### config.mk
export PLATFORM = sky130hd
export DESIGN_NAME = dual_range_presence_filter_top
export DESIGN_NICKNAME = d
export VERILOG_FILES = /design/src/design/drpf_pkg.sv /design/src/design/dual_range_presence_filter_top.sv
export SDC_FILE = /design/constraint.sdc
export NUM_CORES = 2
export LEC_CHECK = 0
export BUFFER_PORTS_ARGS = -buffer_cell sky130_fd_sc_hd__buf_2
export CAP_MARGIN = 20
export CORE_UTILIZATION = 45
export CTS_CLUSTER_DIAMETER = 30
export DETAILED_ROUTE_END_ITERATION = 7
export MAX_ROUTING_LAYER = met4
export PLACE_DENSITY = 0.6
export SLEW_MARGIN = 25
export SYNTH_ARGS = -nofsm -noshare
export SYNTH_HDL_FRONTEND = slang
export SYNTH_SLANG_ARGS = --single-unit
### constraint.sdc
create_clock -name clock -period 20.1 [get_ports clock]
set_input_delay 3.015 -clock clock [delete_from_list [all_inputs] [get_ports clock]]
set_output_delay 3.015 -clock clock [all_outputs]
set_load 0.01 [all_outputs]
### src/design/drpf_pkg.sv
package drpf_pkg;

   localparam int WINDOW_SIZE  = 10;
   localparam int DIST_W       = 13;
   localparam int STATUS_W     = 4;
   localparam int CSR_INDEX_W  = 2;
   localparam int CSR_DATA_W   = 13;

   localparam logic [DIST_W-1:0]   NEAR_LIMIT    = DIST_W'(70);
   localparam logic [DIST_W-1:0]   OUT_OF_RANGE  = DIST_W'(8190);
   localparam logic [DIST_W-1:0]   THRESHOLD_RST = DIST_W'(8191);
   localparam logic [STATUS_W-1:0] STATUS_VALID  = STATUS_W'(0);
   localparam logic [STATUS_W-1:0] STATUS_OOR_A  = STATUS_W'(2);
   localparam logic [STATUS_W-1:0] STATUS_OOR_B  = STATUS_W'(4);

   localparam int SLOT_W      = (WINDOW_SIZE > 1) ? $clog2(WINDOW_SIZE) : 1;
   localparam int SUM_MAX     = WINDOW_SIZE * ((1 << DIST_W) - 1);
   localparam int SUM_W       = $clog2(SUM_MAX + 1);
   localparam int RECIP_SHIFT = 20;
   localparam int RECIP       = (1 << RECIP_SHIFT) / WINDOW_SIZE;
   localparam int RECIP_W     = $clog2(RECIP + 1);
   localparam int PROD_W      = SUM_W + RECIP_W;

   localparam logic [SLOT_W-1:0] SLOT_LAST = SLOT_W'(WINDOW_SIZE - 1);
   localparam logic [SUM_W-1:0]  WIN_SUMW  = SUM_W'(WINDOW_SIZE);
   localparam logic [SUM_W-1:0]  SUM_LIMIT = SUM_W'(SUM_MAX);

   typedef enum logic [CSR_INDEX_W-1:0] {
      CSR_LEFT_ENABLE     = 2'd0,
      CSR_RIGHT_ENABLE    = 2'd1,
      CSR_LEFT_THRESHOLD  = 2'd2,
      CSR_RIGHT_THRESHOLD = 2'd3
   } csr_index_type;

   function automatic logic [DIST_W-1:0] next_held(
      input logic [DIST_W-1:0]   held,
      input logic                ok,
      input logic [STATUS_W-1:0] status,
      input logic [DIST_W-1:0]   distance
   );
      logic [DIST_W-1:0] res;
      res = held;
      if (ok && status == STATUS_VALID) begin
         res = distance;
      end else if (status == STATUS_OOR_A || status == STATUS_OOR_B) begin
         res = OUT_OF_RANGE;
      end
      return res;
   endfunction

   function automatic logic detects(
      input logic              en,
      input logic [DIST_W-1:0] held,
      input logic [DIST_W-1:0] thr
   );
      return en && (held > NEAR_LIMIT) && (held < thr);
   endfunction

endpackage

### src/design/dual_range_presence_filter_top.sv
// channel   direction  handshake              payload
// req_      in         req_valid / req_ready  read_ok, status, distance per side
// rsp_      out        rsp_valid / rsp_ready  presence, averages, held distances
// csr_      in         csr_write_enable       csr_index, csr_write_data
//
// one word accepted per cycle unless rsp stalls; result runs through stages a, b, c
// (window ram read, running-sum update, reciprocal multiply) and the output register (correction)
// reset clears held values, slots, running sums and window valid bits at once
// a stalled result freezes all stages; req_ready drops only while rsp stalls
module dual_range_presence_filter_top
   import drpf_pkg::*;
(
   input  logic                   clock,
   input  logic                   reset,
   input  logic                   req_valid,
   output logic                   req_ready,
   input  logic                   req_left_read_ok,
   input  logic [STATUS_W-1:0]    req_left_status,
   input  logic [DIST_W-1:0]      req_left_distance,
   input  logic                   req_right_read_ok,
   input  logic [STATUS_W-1:0]    req_right_status,
   input  logic [DIST_W-1:0]      req_right_distance,
   output logic                   rsp_valid,
   input  logic                   rsp_ready,
   output logic                   rsp_presence,
   output logic [DIST_W-1:0]      rsp_left_average,
   output logic [DIST_W-1:0]      rsp_right_average,
   output logic [DIST_W-1:0]      rsp_left_held_out,
   output logic [DIST_W-1:0]      rsp_right_held_out,
   input  logic                   csr_write_enable,
   input  logic [CSR_INDEX_W-1:0] csr_index,
   input  logic [CSR_DATA_W-1:0]  csr_write_data
);

   logic              left_en_ff, right_en_ff;
   logic [DIST_W-1:0] left_thr_ff, right_thr_ff;

   logic [DIST_W-1:0] left_held_ff, right_held_ff;
   logic [DIST_W-1:0] left_held_in, right_held_in;
   logic [SLOT_W-1:0] slot_ff, slot_in;
   logic [WINDOW_SIZE-1:0] left_vld_ff, right_vld_ff;

   logic [DIST_W-1:0] left_mem  [WINDOW_SIZE];
   logic [DIST_W-1:0] right_mem [WINDOW_SIZE];

   logic              adv, accept;

   // stage a: ram read data and item copy
   logic              a_valid_ff;
   logic [DIST_W-1:0] a_left_rd_ff, a_right_rd_ff;
   logic              a_left_ok_ff, a_right_ok_ff;
   logic [DIST_W-1:0] a_left_held_ff, a_right_held_ff;
   logic              a_pres_ff;

   // stage b: running sums
   logic              b_valid_ff;
   logic [SUM_W-1:0]  left_sum_ff, right_sum_ff;
   logic [SUM_W-1:0]  left_sum_in, right_sum_in;
   logic [DIST_W-1:0] b_left_held_ff, b_right_held_ff;
   logic              b_pres_ff;

   // stage c: reciprocal products
   logic              c_valid_ff;
   logic [PROD_W-1:0] c_left_prod_ff, c_right_prod_ff;
   logic [SUM_W-1:0]  c_left_sum_ff, c_right_sum_ff;
   logic [DIST_W-1:0] c_left_held_ff, c_right_held_ff;
   logic              c_pres_ff;

   // output register
   logic              rsp_valid_ff;
   logic [DIST_W-1:0] left_avg_in, right_avg_in;
   logic [DIST_W-1:0] rsp_left_avg_ff, rsp_right_avg_ff;
   logic [DIST_W-1:0] rsp_left_held_ff, rsp_right_held_ff;
   logic              rsp_pres_ff;

   function automatic logic [DIST_W-1:0] fix_quot(
      input logic [PROD_W-1:0] prod,
      input logic [SUM_W-1:0]  sum
   );
      logic [DIST_W-1:0] q;
      logic [SUM_W-1:0]  r;
      q = prod[RECIP_SHIFT +: DIST_W];
      r = sum - SUM_W'(q) * WIN_SUMW;
      if (r >= WIN_SUMW) begin
         q = q + DIST_W'(1);
      end
      return q;
   endfunction

   assign adv       = !rsp_valid_ff || rsp_ready;
   assign req_ready = adv;
   assign accept    = req_valid && adv;

   always_ff @(posedge clock) begin
      if (reset) begin
         left_en_ff   <= 1'b0;
         right_en_ff  <= 1'b0;
         left_thr_ff  <= THRESHOLD_RST;
         right_thr_ff <= THRESHOLD_RST;
      end else if (csr_write_enable) begin
         unique case (csr_index_type'(csr_index))
            CSR_LEFT_ENABLE:     left_en_ff   <= csr_write_data[0];
            CSR_RIGHT_ENABLE:    right_en_ff  <= csr_write_data[0];
            CSR_LEFT_THRESHOLD:  left_thr_ff  <= csr_write_data[DIST_W-1:0];
            CSR_RIGHT_THRESHOLD: right_thr_ff <= csr_write_data[DIST_W-1:0];
            default: ;
         endcase
      end
   end

   always_comb begin
      left_held_in  = left_held_ff;
      right_held_in = right_held_ff;
      if (left_en_ff) begin
         left_held_in = next_held(left_held_ff, req_left_read_ok,
                                  req_left_status, req_left_distance);
      end
      if (right_en_ff) begin
         right_held_in = next_held(right_held_ff, req_right_read_ok,
                                   req_right_status, req_right_distance);
      end
      slot_in = (slot_ff == SLOT_LAST) ? '0 : slot_ff + SLOT_W'(1);
   end

   // window rams: read old entry, write new one at the same slot
   always_ff @(posedge clock) begin
      if (accept) begin
         a_left_rd_ff       <= left_mem[slot_ff];
         a_right_rd_ff      <= right_mem[slot_ff];
         left_mem[slot_ff]  <= left_held_in;
         right_mem[slot_ff] <= right_held_in;
      end
   end

   always_ff @(posedge clock) begin
      if (reset) begin
         left_held_ff  <= '0;
         right_held_ff <= '0;
         slot_ff       <= '0;
         left_vld_ff   <= '0;
         right_vld_ff  <= '0;
         a_valid_ff    <= 1'b0;
      end else if (adv) begin
         a_valid_ff <= req_valid;
         if (req_valid) begin
            left_held_ff           <= left_held_in;
            right_held_ff          <= right_held_in;
            slot_ff                <= slot_in;
            left_vld_ff[slot_ff]   <= 1'b1;
            right_vld_ff[slot_ff]  <= 1'b1;
         end
      end
   end

   always_ff @(posedge clock) begin
      if (accept) begin
         a_left_ok_ff    <= left_vld_ff[slot_ff];
         a_right_ok_ff   <= right_vld_ff[slot_ff];
         a_left_held_ff  <= left_held_in;
         a_right_held_ff <= right_held_in;
         a_pres_ff       <= detects(left_en_ff, left_held_in, left_thr_ff) ||
                            detects(right_en_ff, right_held_in, right_thr_ff);
      end
   end

   always_comb begin
      left_sum_in  = left_sum_ff + SUM_W'(a_left_held_ff)
                     - (a_left_ok_ff ? SUM_W'(a_left_rd_ff) : '0);
      right_sum_in = right_sum_ff + SUM_W'(a_right_held_ff)
                     - (a_right_ok_ff ? SUM_W'(a_right_rd_ff) : '0);
   end

   always_ff @(posedge clock) begin
      if (reset) begin
         b_valid_ff   <= 1'b0;
         c_valid_ff   <= 1'b0;
         rsp_valid_ff <= 1'b0;
         left_sum_ff  <= '0;
         right_sum_ff <= '0;
      end else if (adv) begin
         b_valid_ff   <= a_valid_ff;
         c_valid_ff   <= b_valid_ff;
         rsp_valid_ff <= c_valid_ff;
         if (a_valid_ff) begin
            left_sum_ff  <= left_sum_in;
            right_sum_ff <= right_sum_in;
         end
      end
   end

   always_comb begin
      left_avg_in  = fix_quot(c_left_prod_ff, c_left_sum_ff);
      right_avg_in = fix_quot(c_right_prod_ff, c_right_sum_ff);
   end

   always_ff @(posedge clock) begin
      if (adv) begin
         b_left_held_ff    <= a_left_held_ff;
         b_right_held_ff   <= a_right_held_ff;
         b_pres_ff         <= a_pres_ff;
         c_left_prod_ff    <= PROD_W'(left_sum_ff) * PROD_W'(RECIP);
         c_right_prod_ff   <= PROD_W'(right_sum_ff) * PROD_W'(RECIP);
         c_left_sum_ff     <= left_sum_ff;
         c_right_sum_ff    <= right_sum_ff;
         c_left_held_ff    <= b_left_held_ff;
         c_right_held_ff   <= b_right_held_ff;
         c_pres_ff         <= b_pres_ff;
         rsp_left_avg_ff   <= left_avg_in;
         rsp_right_avg_ff  <= right_avg_in;
         rsp_left_held_ff  <= c_left_held_ff;
         rsp_right_held_ff <= c_right_held_ff;
         rsp_pres_ff       <= c_pres_ff;
      end
   end

   assign rsp_valid          = rsp_valid_ff;
   assign rsp_presence       = rsp_pres_ff;
   assign rsp_left_average   = rsp_left_avg_ff;
   assign rsp_right_average  = rsp_right_avg_ff;
   assign rsp_left_held_out  = rsp_left_held_ff;
   assign rsp_right_held_out = rsp_right_held_ff;

   a_left_sum_bound: assert property (@(posedge clock) disable iff (reset)
      left_sum_ff <= SUM_LIMIT)
      else $error("left running sum out of range");

   a_right_sum_bound: assert property (@(posedge clock) disable iff (reset)
      right_sum_ff <= SUM_LIMIT)
      else $error("right running sum out of range");

   a_accept_enters: assert property (@(posedge clock) disable iff (reset)
      req_valid && req_ready |=> a_valid_ff)
      else $error("accepted word missing from first stage");

   a_stall_holds: assert property (@(posedge clock) disable iff (reset)
      rsp_valid && !rsp_ready |=> rsp_valid && $stable(c_left_prod_ff)
                                  && $stable(left_sum_ff))
      else $error("pipeline moved during output stall");

endmodule
==> run metrics <==
clk_lat worst skew 0.70 ns; crit path max fanout 34; core area 0.07926 mm2; starting density of the core 0.4563; # rows 103; synthesized flop and latch total 596; # DRC 0; clk sinks 596; clk buf depth 3; synth warn 0; fraction of layout cells with a size suffix above 1 0.1329; CTS Root Cell clkbuf_16; CP Class in2out; number of global-route vias before repair 24050; CP arrival 4.14 ns; VDD IR-drop max 0.07182 mV; Final Slew Violations 0; Routed WL 78910 um; n_diodes 0; Final Hold Fails 0; initial antenna violation count 0; post-route ant nets 0; P_leak 18.72 nW; hpwl dp 58650 um; total gr overflow 0; MaxCap Viol Count 0; final setup TNS 0 ns; synthesized cell area 0.03616 mm2; Post-synth EDFFs 480; postcts setup bufs 0; FF-to-FF Start left_sum_ff[5]$_SDFFE_PP0P_; hold_buf cts 0; Max Fclk 139.8 MHz; Crit. Startpoint rsp_ready; status completed; Post-CTS Resized 0; Layout Skew 0.05595 ns; HP Class reg2reg; first-pass GRT wire length 127700 um; die height 285.5 um; drt first pass iters 5; Setup crit end kind primary output; RSZ-0062 raised after global routing no; Die Footprint 0.08150 mm2; Tot Pwr 6.310 mW; CTS tree done; Port Buffer Count 110; largest net degree at the start of global routing 99; dominant synthesized flop cell edfxtp_1; top cell type's share of synthesized area 0.3986; ys async rst share 0; Final Cycle Share 0.3558; CTS Buf Count 121; Mapped Avg Cell Area 12.11 um2; top cells by area, synth edfxtp_1, ha_1, fa_1; Final Critical Period 7.152 ns; final number of setup-violating endpoints 0; Commonest cells post-synth inv_1, edfxtp_1, ha_1; GRT Total Usage 0.2044; Mapped Nets 3637; io pins 111; min-delay src c_right_held_ff[2]$_DFFE_PN_; H-tree depth 3; Vias/cell 5.219; sequential area share after synthesis 0.4628; Die Wd 285.5 um; Filler Cell Count 6722; top-count cell post-synth inv_1; Initial DRC Count 1162; Synth cell types 75; Layout Nets 3819; Worst Setup Start Kind input pin; Reg clk slew, reported paths 0.05 ns; RePlAce Congestion 0.9001; Slew @ Worst Pin 1.030 ns; Syn-to-layout area delta 16.42%; Slew HR 0.3131; PD cells 149.9 mW/mm2; Crit path required time 17.09 ns; vias post-DR 22570; Syn Inst Count 2987; cell taking the most area after synthesis edfxtp_1; drt wl/cell 18.25 um
==> per-layer routing <==
layer | wire, um | global-route usage
met4 | 1822 | 0.06243
met1 | 35290 | 0.2598
met5 | 0 | -
met3 | 3019 | 0.02775
met2 | 38780 | 0.3399
==> power by group <==
group / total (mW) / leakage, nW / switching [mW] / internal [mW]
logic: 2.74 / 11.0 / 1.56 / 1.18
registers: 1.62 / 5.80 / 0.120 / 1.50
clock network: 1.96 / 1.96 / 0.708 / 1.25
total: 6.31 / 18.7 / 2.39 / 3.92
==> placed cells by master (no fill, tap or decap), types with 10 or more instances in the layout <==
master	instances
nor2b_1	40
clkinvlp_4	19
nand2b_1	19
a211o_1	19
nand3_1	26
o21ai_0	40
o22a_1	16
buf_2	109
nand3b_1	17
nand4_1	17
buf_4	24
xor2_1	41
a31oi_1	10
a21o_1	27
a21oi_1	161
clkinv_4	12
inv_1	516
o211ai_1	10
fa_1	202
dfxtp_1	112
nor3_1	27
o22ai_1	15
nor2_1	145
clkbuf_16	122
or3_1	10
clkinv_2	13
inv_6	21
nand2_1	163
ha_1	392
nor4_1	11
a211oi_1	39
edfxtp_1	480
and3_1	17
mux4_2	56
and2_1	35
mux2i_1	34
o21a_1	19
xnor2_1	67
==> sequential cells by signal, indices dropped and copies added (netlist names), 13 cells and up <==
| register | count |
|---|---|
| c_right_prod_ff | 15 |
| rsp_left_average | 13 |
| c_left_prod_ff | 15 |
| c_left_sum_ff | 14 |
| right_thr_ff | 13 |
| left_mem | 130 |
| b_left_held_ff | 13 |
| rsp_right_held_out | 13 |
| b_right_held_ff | 13 |
| right_mem | 130 |
| a_left_held_ff | 13 |
| a_left_rd_ff | 13 |
| left_sum_ff | 17 |
| left_held_ff | 13 |
| rsp_left_held_out | 13 |
| c_left_held_ff | 13 |
| c_right_held_ff | 13 |
| left_thr_ff | 13 |
| c_right_sum_ff | 14 |
| right_sum_ff | 17 |
| a_right_held_ff | 13 |
| right_held_ff | 13 |
| rsp_right_average | 13 |
| a_right_rd_ff | 13 |
==> cell type report <==
cell class | instances | area (um2) | area share
clock inverter | 93 | 977.2 | 0.02321
clock buffer | 135 | 3152 | 0.07486
sequential | 596 | 16740 | 0.3977
inverter | 518 | 1949 | 0.04630
tap | 1050 | 1314 | 0.03120
timing repair buffer | 133 | 725.7 | 0.01724
multi-input combinational | 1799 | 17240 | 0.4095
==> worst max-delay path, cell delays in order <==
cell and delay (ns):
buf_2 0.10, nor2b_1 0.38, clkinv_4 0.38, buf_2 0.26
==> final timing paths <==
path	end	slack, ns	depth (start not counted)
max	req_ready	12.95	4
min	rsp_right_held_out[2]$_DFFE_PN_	0.41	0
max reg2reg	c_left_prod_ff[31]$_DFFE_PN_	13.76	20
min reg2reg	rsp_right_held_out[2]$_DFFE_PN_	0.41	0
==> logic make-up after synthesis <==
group | Yosys count | share of synthesized area
and+or+nand+nor | 576 | 0.07840
DFF | 596 | 0.4628
buffers and inverters | 592 | 0.06207
adders and majority gates | 594 | 0.2474
muxes | 91 | 0.04460
AOI/OAI and AO/OA | 429 | 0.07795
xor gates and xnor gates | 109 | 0.02678
==> metrics by stage <==
stage | worst slack (ns) | instances | instance area [um2] | hold slack, ns | util
2_1_floorplan | 9.559 | 2987 | 36160 | 0.4003 | -
3_3_place_gp | 12.98 | 4096 | 37960 | 0.4035 | 0.4789
3_5_place_dp | 12.94 | 4096 | 37970 | 0.4045 | 0.4791
4_1_cts | 12.93 | 4324 | 42100 | 0.4141 | 0.5312
5_1_grt | 12.84 | 4324 | 42100 | 0.4209 | 0.5312
6_report | 12.95 | 4324 | 42100 | 0.4129 | 0.5312
Power figures use the tool's default switching activity.
